[src/hdl/add_hours_to_civil_datetime_assert.svh]
// Assertion macros for the civil date-time hour adder.
// Standalone header; included by the top level only.
`ifndef ADD_HOURS_TO_CIVIL_DATETIME_ASSERT_SVH
`define ADD_HOURS_TO_CIVIL_DATETIME_ASSERT_SVH

`ifndef SYNTHESIS
`define AHCD_ASSERT_IMP(lbl, clk, rst_n, ante, cons, msg) \
	lbl: assert property (@(posedge clk) disable iff (!rst_n) (ante) |-> (cons)) \
		else $error(msg);
`define AHCD_ASSERT_NXT(lbl, clk, rst_n, ante, cons, msg) \
	lbl: assert property (@(posedge clk) disable iff (!rst_n) (ante) |=> (cons)) \
		else $error(msg);
`else
`define AHCD_ASSERT_IMP(lbl, clk, rst_n, ante, cons, msg)
`define AHCD_ASSERT_NXT(lbl, clk, rst_n, ante, cons, msg)
`endif

`endif

[src/hdl/ahcd_pkg.sv]
// Constants, types and calendar tables for the civil date-time hour adder.
// No dependencies.
package ahcd_pkg;

	localparam int unsigned NSTG = 11;

	localparam logic [17:0] DAYS_PER_ERA  = 18'd146097;
	localparam logic [8:0]  DAYS_PER_YEAR = 9'd365;
	localparam logic [5:0]  MAX_ERA       = 6'd42;

	// offset bias: multiple of 24 that makes any 21-bit offset nonnegative
	localparam logic [21:0] OFF_BIAS     = 22'd1048584;
	localparam logic [16:0] OFF_DAY_BIAS = 17'd43691;

	// reciprocal multipliers, exact over the operand ranges used here
	localparam logic [17:0] DIV3_RECIP   = 18'd174763; // >> 19, n < 2^19
	localparam logic [12:0] DIV100_RECIP = 13'd5243;   // >> 19, n < 43699
	localparam logic [15:0] DIV365_RECIP = 16'd45965;  // >> 24, n < 1.8M
	localparam logic [22:0] ERA_RECIP    = 23'd7525902; // >> 40, n < 2^23

	// shifted year limits: output year 1..9999 plus the 400-year bias
	localparam logic [14:0] YEAR_LO = 15'd401;
	localparam logic [14:0] YEAR_HI = 15'd10399;
	localparam logic [14:0] YEAR_BIAS = 15'd400;

	typedef struct packed {
		logic [4:0] hour;
		logic [5:0] minute;
		logic [5:0] second;
	} hms_t;

	// first day of each month in a March-based year
	function automatic logic [8:0] month_start(input logic [3:0] mp);
		logic [8:0] r;
		unique case (mp)
			4'd0:    r = 9'd0;
			4'd1:    r = 9'd31;
			4'd2:    r = 9'd61;
			4'd3:    r = 9'd92;
			4'd4:    r = 9'd122;
			4'd5:    r = 9'd153;
			4'd6:    r = 9'd184;
			4'd7:    r = 9'd214;
			4'd8:    r = 9'd245;
			4'd9:    r = 9'd275;
			4'd10:   r = 9'd306;
			4'd11:   r = 9'd337;
			default: r = 9'd0;
		endcase
		return r;
	endfunction

	// year bias for a raw month: folds month 0 and 13..15 and the
	// Jan/Feb borrow into the March-based year, plus 400 years
	function automatic logic [8:0] year_bias(input logic [3:0] mo);
		logic [8:0] r;
		unique case (mo)
			4'd0, 4'd1, 4'd2: r = 9'd399;
			4'd15:            r = 9'd401;
			default:          r = 9'd400;
		endcase
		return r;
	endfunction

	// raw month to March-based month index 0..11
	function automatic logic [3:0] march_month(input logic [3:0] mo);
		logic [3:0] r;
		if (mo <= 4'd2) begin
			r = mo + 4'd9;
		end else if (mo == 4'd15) begin
			r = 4'd0;
		end else begin
			r = mo - 4'd3;
		end
		return r;
	endfunction

endpackage

[src/hdl/add_hours_to_civil_datetime.sv]
// Civil date-time hour adder, top level; uses ahcd_pkg and the assert macros.
//
// Usage: one input transaction carries a Gregorian UTC date and time and a
// signed hour offset; one output transaction returns the shifted date and
// time, or all zero fields with range_error set when the year leaves 1..9999.
// Both channels use valid/stall: a transaction moves on a rising edge with
// valid high and stall low. The block drives in_stall and watches out_stall.
// An accepted transaction passes through every stage register in order.
// Throughput, while out_stall is low, is one transaction per cycle, set by
// the 11-stage pipeline of constant multiplies and short add chains.
// When out_stall is held, the pipeline keeps filling bubbles and then
// raises in_stall once every stage holds a transaction; none are lost or
// repeated. arst_n clears all stage valid bits; payload is not reset.
// Internally the date becomes a day count (days-from-civil, biased by 400
// years so it stays positive), the offset is split into days and hours by
// a reciprocal divide by 24, and the sum is converted back by era, year of
// era and day of year.
`include "add_hours_to_civil_datetime_assert.svh"

module add_hours_to_civil_datetime
	import ahcd_pkg::*;
(
	input  logic               clk,
	input  logic               arst_n,
	input  logic               in_valid,
	output logic               in_stall,
	input  logic [13:0]        in_year,
	input  logic [3:0]         in_month,
	input  logic [4:0]         in_day,
	input  logic [4:0]         in_hour,
	input  logic [5:0]         in_minute,
	input  logic [5:0]         in_second,
	input  logic signed [20:0] hour_offset,
	output logic               out_valid,
	input  logic               out_stall,
	output logic [13:0]        out_year,
	output logic [3:0]         out_month,
	output logic [4:0]         out_day,
	output logic [4:0]         out_hour,
	output logic [5:0]         out_minute,
	output logic [5:0]         out_second,
	output logic               range_error
);

	logic [NSTG:1] vld_q;
	logic [NSTG:1] adv;

	// stage k loads when empty or when stage k+1 loads
	always_comb begin
		adv[NSTG] = !vld_q[NSTG] || !out_stall;
		for (int k = NSTG - 1; k >= 1; k--) begin
			adv[k] = !vld_q[k] || adv[k + 1];
		end
	end

	assign in_stall  = !adv[1];
	assign out_valid = vld_q[NSTG];

	always_ff @(posedge clk or negedge arst_n) begin
		if (!arst_n) begin
			vld_q <= '0;
		end else begin
			if (adv[1]) begin
				vld_q[1] <= in_valid;
			end
			for (int k = 2; k <= NSTG; k++) begin
				if (adv[k]) begin
					vld_q[k] <= vld_q[k - 1];
				end
			end
		end
	end

	// ---------------- stage 1: fold month, wrap seconds/minutes, bias offset
	logic        s_wrap, m_wrap;
	logic [5:0]  sec_n, min_n;
	logic [6:0]  min_t;
	logic [14:0] yr_n;
	logic [21:0] u_n;

	assign s_wrap = in_second >= 6'd60;
	assign sec_n  = s_wrap ? in_second - 6'd60 : in_second;
	assign min_t  = {1'b0, in_minute} + {6'b0, s_wrap};
	assign m_wrap = min_t >= 7'd60;
	assign min_n  = m_wrap ? 6'(min_t - 7'd60) : min_t[5:0];
	assign yr_n   = {1'b0, in_year} + {6'b0, year_bias(in_month)};
	assign u_n    = {hour_offset[20], hour_offset} + OFF_BIAS;

	logic [14:0] yr_s1;
	logic [3:0]  mp_s1;
	logic [4:0]  day_s1;
	logic        cmin_s1;
	hms_t        hms_s1;
	logic [21:0] u_s1;

	always_ff @(posedge clk) begin
		if (adv[1]) begin
			yr_s1   <= yr_n;
			mp_s1   <= march_month(in_month);
			day_s1  <= in_day;
			cmin_s1 <= m_wrap;
			hms_s1  <= '{hour: in_hour, minute: min_n, second: sec_n};
			u_s1    <= u_n;
		end
	end

	// ---------------- stage 2: constant multiplies
	logic [36:0] q_prod;
	logic [27:0] hund_prod;
	logic [25:0] c400_prod;
	logic [23:0] y365_full;

	assign q_prod    = 37'(u_s1[21:3]) * 37'(DIV3_RECIP);
	assign hund_prod = 28'(yr_s1) * 28'(DIV100_RECIP);
	assign c400_prod = 26'(yr_s1[14:2]) * 26'(DIV100_RECIP);
	assign y365_full = 24'(yr_s1) * 24'(DAYS_PER_YEAR);

	logic [16:0] q_s2;
	logic [7:0]  hund_s2;
	logic [5:0]  c400_s2;
	logic [22:0] y365_s2;
	logic [12:0] yq_s2;
	logic [3:0]  mp_s2;
	logic [4:0]  day_s2;
	logic        cmin_s2;
	hms_t        hms_s2;
	logic [4:0]  ulo_s2;

	always_ff @(posedge clk) begin
		if (adv[2]) begin
			q_s2    <= q_prod[35:19];
			hund_s2 <= hund_prod[26:19];
			c400_s2 <= c400_prod[24:19];
			y365_s2 <= y365_full[22:0];
			yq_s2   <= yr_s1[14:2];
			mp_s2   <= mp_s1;
			day_s2  <= day_s1;
			cmin_s2 <= cmin_s1;
			hms_s2  <= hms_s1;
			ulo_s2  <= u_s1[4:0];
		end
	end

	// ---------------- stage 3: offset hours mod 24, day count of the date
	logic [4:0]  q24_lo, rem;
	logic [5:0]  hsum;
	logic [23:0] d0_full;

	// true remainder is below 24, so five low bits are exact
	assign q24_lo  = {q_s2[0], 4'b0000} + {q_s2[1:0], 3'b000};
	assign rem     = ulo_s2 - q24_lo;
	assign hsum    = {1'b0, hms_s2.hour} + {5'b0, cmin_s2} + {1'b0, rem};
	assign d0_full = {1'b0, y365_s2} + 24'(yq_s2) - 24'(hund_s2) + 24'(c400_s2)
		+ 24'(month_start(mp_s2)) + 24'(day_s2) - 24'd1;

	logic [5:0]  hsum_s3;
	logic [22:0] d0_s3;
	logic [16:0] q_s3;
	hms_t        hms_s3;

	always_ff @(posedge clk) begin
		if (adv[3]) begin
			hsum_s3 <= hsum;
			d0_s3   <= d0_full[22:0];
			q_s3    <= q_s2;
			hms_s3  <= hms_s2;
		end
	end

	// ---------------- stage 4: hour carry, total day count
	logic [1:0]  dc;
	logic [5:0]  hr_n;
	logic [23:0] z_full;

	always_comb begin
		priority if (hsum_s3 >= 6'd48) begin
			dc   = 2'd2;
			hr_n = hsum_s3 - 6'd48;
		end else if (hsum_s3 >= 6'd24) begin
			dc   = 2'd1;
			hr_n = hsum_s3 - 6'd24;
		end else begin
			dc   = 2'd0;
			hr_n = hsum_s3;
		end
	end

	assign z_full = {1'b0, d0_s3} + 24'(q_s3) + 24'(dc) - 24'(OFF_DAY_BIAS);

	logic [22:0] z_s4;
	hms_t        hms_s4;

	always_ff @(posedge clk) begin
		if (adv[4]) begin
			z_s4   <= z_full[22:0];
			hms_s4 <= '{hour: hr_n[4:0], minute: hms_s3.minute, second: hms_s3.second};
		end
	end

	// ---------------- stage 5: era = days / 146097
	logic [45:0] era_prod;

	assign era_prod = 46'(z_s4) * 46'(ERA_RECIP);

	logic [5:0]  era_s5;
	logic [22:0] z_s5;
	hms_t        hms_s5;

	always_ff @(posedge clk) begin
		if (adv[5]) begin
			era_s5 <= era_prod[45:40];
			z_s5   <= z_s4;
			hms_s5 <= hms_s4;
		end
	end

	// ---------------- stage 6: day of era
	logic [22:0] era_days, doe_full;

	assign era_days = 23'(era_s5) * 23'(DAYS_PER_ERA);
	assign doe_full = z_s5 - era_days;

	logic [17:0] doe_s6;
	logic [5:0]  era_s6;
	hms_t        hms_s6;

	always_ff @(posedge clk) begin
		if (adv[6]) begin
			doe_s6 <= doe_full[17:0];
			era_s6 <= era_s5;
			hms_s6 <= hms_s5;
		end
	end

	// ---------------- stage 7: leap corrections of the day of era
	logic [31:0] a_prod;
	logic [2:0]  cent;

	assign a_prod = 32'(doe_s6[17:2]) * 32'(DIV365_RECIP);
	assign cent   = {2'b0, doe_s6 >= 18'd36524} + {2'b0, doe_s6 >= 18'd73048}
		+ {2'b0, doe_s6 >= 18'd109572} + {2'b0, doe_s6 >= 18'd146096};

	logic [6:0]  a_s7;
	logic [2:0]  b_s7;
	logic        c_s7;
	logic [17:0] doe_s7;
	logic [5:0]  era_s7;
	hms_t        hms_s7;

	always_ff @(posedge clk) begin
		if (adv[7]) begin
			a_s7   <= a_prod[30:24];
			b_s7   <= cent;
			c_s7   <= doe_s6 == 18'd146096;
			doe_s7 <= doe_s6;
			era_s7 <= era_s6;
			hms_s7 <= hms_s6;
		end
	end

	// ---------------- stage 8: corrected day of era
	logic [17:0] t_s8, doe_s8;
	logic [5:0]  era_s8;
	hms_t        hms_s8;

	always_ff @(posedge clk) begin
		if (adv[8]) begin
			t_s8   <= doe_s7 - 18'(a_s7) + 18'(b_s7) - 18'(c_s7);
			doe_s8 <= doe_s7;
			era_s8 <= era_s7;
			hms_s8 <= hms_s7;
		end
	end

	// ---------------- stage 9: year of era
	logic [33:0] yoe_prod;

	assign yoe_prod = 34'(t_s8) * 34'(DIV365_RECIP);

	logic [8:0]  yoe_s9;
	logic [17:0] doe_s9;
	logic [5:0]  era_s9;
	hms_t        hms_s9;

	always_ff @(posedge clk) begin
		if (adv[9]) begin
			yoe_s9 <= yoe_prod[32:24];
			doe_s9 <= doe_s8;
			era_s9 <= era_s8;
			hms_s9 <= hms_s8;
		end
	end

	// ---------------- stage 10: day of year, biased March-based year
	logic [1:0]  yh;
	logic [17:0] ydays, doy_full;

	assign yh = {1'b0, yoe_s9 >= 9'd100} + {1'b0, yoe_s9 >= 9'd200}
		+ {1'b0, yoe_s9 >= 9'd300};
	assign ydays    = 18'(yoe_s9) * 18'(DAYS_PER_YEAR) + 18'(yoe_s9[8:2]) - 18'(yh);
	assign doy_full = doe_s9 - ydays;

	logic [8:0]  doy_s10;
	logic [14:0] ybase_s10;
	hms_t        hms_s10;

	always_ff @(posedge clk) begin
		if (adv[10]) begin
			doy_s10   <= doy_full[8:0];
			ybase_s10 <= 15'(era_s9) * YEAR_BIAS + 15'(yoe_s9);
			hms_s10   <= hms_s9;
		end
	end

	// ---------------- stage 11: month, day, year, range check
	logic [3:0]  mp_n, mon_n;
	logic [8:0]  day_full;
	logic [14:0] yfull;
	logic        jf, err_n;

	always_comb begin
		mp_n = 4'd0;
		for (int i = 1; i < 12; i++) begin
			if (doy_s10 >= month_start(4'(i))) begin
				mp_n = 4'(i);
			end
		end
	end

	// January and February belong to the next civil year
	assign jf       = mp_n >= 4'd10;
	assign mon_n    = jf ? mp_n - 4'd9 : mp_n + 4'd3;
	assign day_full = doy_s10 - month_start(mp_n) + 9'd1;
	assign yfull    = ybase_s10 + {14'b0, jf};
	assign err_n    = (yfull < YEAR_LO) || (yfull > YEAR_HI);

	logic [13:0] year_s11;
	logic [3:0]  month_s11;
	logic [4:0]  day_s11;
	hms_t        hms_s11;
	logic        err_s11;

	always_ff @(posedge clk) begin
		if (adv[11]) begin
			err_s11 <= err_n;
			if (err_n) begin
				year_s11  <= '0;
				month_s11 <= '0;
				day_s11   <= '0;
				hms_s11   <= '0;
			end else begin
				year_s11  <= 14'(yfull - YEAR_BIAS);
				month_s11 <= mon_n;
				day_s11   <= day_full[4:0];
				hms_s11   <= hms_s10;
			end
		end
	end

	assign out_year    = year_s11;
	assign out_month   = month_s11;
	assign out_day     = day_s11;
	assign out_hour    = hms_s11.hour;
	assign out_minute  = hms_s11.minute;
	assign out_second  = hms_s11.second;
	assign range_error = err_s11;

	// ---------------- checks
	`AHCD_ASSERT_IMP(a_stall_full, clk, arst_n, in_stall, out_valid && out_stall,
		"in_stall raised while the pipeline can still move")
	`AHCD_ASSERT_NXT(a_hold_tail, clk, arst_n,
		out_valid && out_stall && vld_q[NSTG-1], out_valid && vld_q[NSTG-1],
		"stalled pipeline dropped a transaction")
	`AHCD_ASSERT_IMP(a_era_bound, clk, arst_n, vld_q[5], era_s5 <= MAX_ERA,
		"era out of range")
	`AHCD_ASSERT_IMP(a_doe_bound, clk, arst_n, vld_q[6], doe_s6 < DAYS_PER_ERA,
		"day of era out of range")
	`AHCD_ASSERT_IMP(a_err_zero, clk, arst_n, out_valid && range_error,
		out_year == 14'd0 && out_month == 4'd0 && out_day == 5'd0
		&& out_hour == 5'd0 && out_minute == 6'd0 && out_second == 6'd0,
		"range error with nonzero fields")
	`AHCD_ASSERT_IMP(a_fields_ok, clk, arst_n, out_valid && !range_error,
		out_month >= 4'd1 && out_month <= 4'd12 && out_day != 5'd0
		&& out_hour < 5'd24 && out_minute < 6'd60 && out_second < 6'd60
		&& out_year != 14'd0 && out_year <= 14'd9999,
		"result fields out of range")

endmodule
[config.mk]
export PLATFORM = sky130hd
export DESIGN_NAME = add_hours_to_civil_datetime
export DESIGN_NICKNAME = d
export VERILOG_FILES = /design/src/hdl/ahcd_pkg.sv /design/src/hdl/add_hours_to_civil_datetime.sv
export VERILOG_INCLUDE_DIRS = /design/src /design/src/hdl
export SDC_FILE = /design/constraint.sdc
export NUM_CORES = 2
export LEC_CHECK = 0
export BUFFER_PORTS_ARGS = -buffer_cell sky130_fd_sc_hd__buf_2
export CAP_MARGIN = 20
export CORE_MARGIN = 8
export CORE_UTILIZATION = 30
export CTS_CLUSTER_SIZE = 14
export DETAILED_ROUTE_END_ITERATION = 8
export GPL_TIMING_DRIVEN = 1
export HOLD_SLACK_MARGIN = 0.12
export SETUP_SLACK_MARGIN = 0.02
export SLEW_MARGIN = 20
export SYNTH_ARGS = -nofsm -noshare
export SYNTH_HDL_FRONTEND = slang
export SYNTH_SLANG_ARGS = --single-unit
[constraint.sdc]
create_clock -name clk -period 16.3 [get_ports clk]
set_input_delay 3.26 -clock clk [delete_from_list [all_inputs] [get_ports clk]]
set_output_delay 3.26 -clock clk [all_outputs]
set_load 0.005 [all_outputs]
* Word level (Yosys, flattened, before mapping)
Memories as Yosys holds them, arrays and structs flattened. A register that Yosys moved wholly into a read port is not among the register bits.
Cells that the tools add are included.
** Cells by class
- Equality and inequality tests :: 4
- Multipliers :: 10
- Divide/modulo/power cells :: 0
- Bitwise operators :: 0
- Magnitude comparators :: 26
- Shift operators :: 0
- Muxes and demuxes :: 22
- Reduce and logical (&&, ||, !) cells :: 27
- Add/sub/neg operators :: 41
** Operator list (number)
- $mux 4 :: 14
- $ge 9x8->1 const B :: 5
- $mul 23x22->45 const B :: 1
- $ge 18x17->1 const B :: 2
- $ge 9x9->1 const B :: 4
- $mul 19x18->36 const B :: 1
- $mul 18x16->33 const B :: 1
- $mul 16x16->31 const B :: 1
- $ge 9x7->1 const B :: 3
- $mul 15x13->27 const B :: 1
- $mul 13x13->25 const B :: 1
- $add 23x13->23 :: 1
- $add 23x17->23 :: 1
- $add 23x2->23 :: 1
- $add 23x5->23 :: 1
- $add 23x6->23 :: 1
- $add 23x9->23 :: 1
- $mul 15x9->23 const B :: 1
- $sub 23x1->23 const B :: 1
- $sub 23x16->23 const B :: 1
- $sub 23x8->23 :: 1
- $add 22x21->22 const B :: 1
- $add 18x3->18 :: 1
- $eq 18x18->1 const B :: 1
- 52 further kinds :: 83
** Word-level totals
- Input port bits :: 65
- Word-level logic and storage cells :: 214
- Memory bits (writable) :: 0
- Memory bits (read-only) :: 288
- Latch bits :: 0
- Memories :: 2
- Output and inout port bits :: 43
- Register bits :: 579
** Memories
- (no name shown) :: words 16, width 9, rd ports 1, clocked after Yosys merged registers in 0, write ports 0, RTL line ahcd_pkg.sv:35 : unique case (mp)
- (no name shown) :: words 16, width 9, rd ports 1, clocked after Yosys merged registers in 1, write ports 0, RTL line ahcd_pkg.sv:35

* Longest topological paths before layout
- Depth after elaboration :: 16
- Depth in mapped cells :: 26
- Depth with buffers taken out :: 24

* Worst setup path before layout
OpenSTA, ideal clock, no wires.
- Path kind :: input-to-output
- From :: in out_stall
- To :: out in_stall
- Stages on the path :: 6
- Arrival time :: 7.906 ns
- Buffers on the path :: 0
- Data required time :: 13.040 ns
- Setup slack :: 5.134 ns
- Cells stage by stage :: and3_1 and3_1 nand4_1 nor2_1 nand4_1 inv_1
** On the way
- Cells in the longest elaborated chain, start to end :: 13
** Ends and longest elaborated chain
- start, declared :: RTL line add_hours_to_civil_datetime.sv:35 : input logic out_stall,
- $logic_not 1->1 :: RTL line add_hours_to_civil_datetime.sv:50 : adv[NSTG] = !vld_q[NSTG] || !out_stall;
- $logic_or 1x1->1 :: RTL line add_hours_to_civil_datetime.sv:50
- $logic_or 1x1->1 (6 in series) :: RTL line add_hours_to_civil_datetime.sv:52 : adv[k] = !vld_q[k] || adv[k + 1];
- net adv, one bit :: RTL line add_hours_to_civil_datetime.sv:46 : logic [NSTG:1] adv;
- $logic_or 1x1->1 (4 in series) :: RTL line add_hours_to_civil_datetime.sv:52
- $logic_not 1->1 :: RTL line add_hours_to_civil_datetime.sv:56 : assign in_stall = !adv[1];
- end, declared :: RTL line add_hours_to_civil_datetime.sv:26 : output logic in_stall,
The timed path passes the listed nets, and every way through them passes these cells.

* Final worst setup path
Ends and elaborated chain as after synthesis.

==> flow_summary_export.csv <==
group,metric,value,unit
synth,netlist.top_cell.by_area,"edfxtp_1",
timing,finalSetupTns,0,ns
synth,seq_area_frac_synth,0.2974,
timing,finalHoldViolCount,0,
clocking,numCtsBuffers,68,
clocking,postCtsHoldBufs,0,
timing,fmax,0.1112,GHz
synth,async_flop_share,0.01871,
timing,worst_slew_pin_slew,0.9458,ns
critical_path,worstPathArrival,5.74,ns
layout,layout_commonest_cell,"inv_1",
routing,wl_per_cell,14.22,µm
synth,yosysUniqueCellTypes,89,
critical_path,setup.worst_path.start_class,"input port",
synth,synth_simple_gate_area_frac,0.04460,
synth,synth_xor_area_frac,0.03763,
layout,mostFrequentLayoutCells,"inv_1, ha_1, fa_1",
synth,synth_top_family_by_area,"adder cells",
routing,via_per_inst,4.340,
routing,drt_iter0_drc,1328,
clocking,cts_max_level,3,
timing,setup_violations,0,
timing,max-slew-margin-rel,0.3672,
layout,stdcell_area,65190,µm²
synth,syn_inst,4970,
routing,vias,33990,
synth,synth_area_leaders,"edfxtp_1, fa_1, ha_1",
routing,firstDrtPassIters,5,
clocking,clk_pin_slew_worst_paths,0.07,ns
clocking,cts_buffer_depth,3,
synth,ys_ff_latch,588,
global_route,grt_max_degree,67,
floorplanning,rows,162,
clocking,cts_setup_buffers,0,
global_route,grt_use_total,0.1069,
synth,ys.flop_type,"edfxtp_1",
timing,rsz0062_at_grt,"no",
synth,synth-edff-count,568,
critical_path,crit_type,"input port to output pin",
place,placed_cell_area,62780,µm²
clocking,clock-sinks,588,
clocking,cts-root-buf,"clkbuf_16",
routing,routed_wl,111400,µm
synth,synth_compound_area_frac,0.05149,
place,place.gp.congestion,0.8778,
routing,drtAntennaViolNets,0,
timing,fin_worst_skew,0.04128,ns
floorplanning,start_util,0.3020,
floorplanning,die_area,210700,µm²
timing,fin_crit_sh,0.5519,
global_route,grt_overflow,0,
routing,post-route-drc-count,0,
synth,synth_nets,6886,
synth,netlist.area_leader.share,0.2897,
timing,post-route-min-period,8.996,ns
place,portBuffers,107,
place,pre_cts_ws,7.250,ns
synth,synth.area.mux_share,0.001445,
global_route,antenna_found_initial,4,
synth,netlist_area,58880,µm²
outcome,status,"finished, final reports clean",
clocking,cts_resized,0,
global_route,grt_pass1_vias,36870,
layout,nets,7069,
global_route,grt_pass1_wl,185300,µm
run,maxCapViolations,0,
place,hpwlAfterDp,93580,µm
synth,synth_warnings,0,
clocking,cts_tree,"done",
layout,stdcell_count,7831,
floorplanning,fp.dieW,459.0,µm
clocking,clkLatencyLatePin,0.66,ns
layout,drive_gt1_frac,0.05225,
hold_path,hp-class,"flip-flop to flip-flop",
place,placedCellCount,7706,
critical_path,required,13.04,ns
floorplanning,die_y,459.0,µm
timing,report.final.slew_viol_count,0,
critical_path,endpoint_kind,"output pin",
synth,synth_fa_ha_area_frac,0.4850,
floorplanning,boundaryPins,108,
floorplanning,core_area,195000,µm²
layout,area_delta_synth_final,10.71,%
synth,synth_area_per_cell,11.85,µm²
critical_path,crit_path_max_fanout,66,
timing,setup_slack,7.304,ns
[logic make-up (layout without fill, tap and decap cells)]
logic type               Yosys count  after routing
multiplexers                       8              8
XOR/XNOR                         253            253
other                              0              1
buffers and inverters           1290           1526
AND/OR/NAND/NOR                  535            535
flip-flops                       588            588
adder cells (fa/ha/maj)         1851           1851
AO/OA/AOI/OAI                    445            445
[worst max-delay path: stages]
cell	delay, ns
buf_2	0.14
and3_1	0.18
and3_1	0.26
nand4_1	0.12
buf_4	0.47
nor2_1	0.24
nand4_1	0.15
buf_4	0.65
inv_1	0.07
buf_2	0.15
[per-stage QoR]
step	hold WS, ns	utilization
final	0.3936	0.3343
after detailed placement	0.4045	0.3219
after floorplan	0.4003	-
after global placement	0.4012	0.3219
after CTS	0.3868	0.3342
after global routing	0.4006	0.3343
[worst paths after layout]
check,start,endpoint,slack [ns],depth (start not counted)
max in group asynchronous,arst_n,vld_q[2],13.46,1
min reg2reg,hms_s1[4],hms_s2[4],0.39,0
max reg2reg,z_s4[5],era_s5[5],8.82,24
max,out_stall,in_stall,7.30,10
min in group asynchronous,arst_n,vld_q[5],2.53,1
min,hms_s1[4],hms_s2[4],0.39,0
[area by class of cell]
class / count / area (µm²)
fillers: 19530 / 129800
multi-input cells: 3092 / 36540
flip-flops and latches: 588 / 17510
inverters: 1282 / 4813
well taps: 2624 / 3283
clock buffers: 86 / 1904
repair buffers: 121 / 660.6
clock inverters: 37 / 476.7
diodes: 1 / 2.502
[sequential cells by signal, summed over array words and instances, names as in the netlist, 18 cells and up, named ones only]
signal / count
t_s8: 18
doe_s6: 18
z_s4: 23
u_s1: 22
y365_s2: 23
z_s5: 18
d0_s3: 23
doe_s7: 18
[layer usage]
| metal | routed length (µm) | vias up | global-route usage |
|---|---|---|---|
| met1 | 51100 | 16830 | 0.1384 |
| met3 | 3876 | 137 | 0.01681 |
| li1 | - | 16580 | - |
| met5 | 7 | - | 0 |
| met4 | 2786 | 2 | 0.02923 |
| met2 | 53600 | 442 | 0.1857 |
[Yosys cell counts (all sizes together), types with 57 or more instances]
library cell  count
a21oi           115
nand3            57
xor2             61
o21ai            77
nor2            154
inv            1282
fa              719
xnor2           192
edfxtp          568
ha             1132
nand2           109
a21o             83
Power is not shown: default switching activity piles up to over one toggle a cycle in this logic, so the estimate is an artifact.
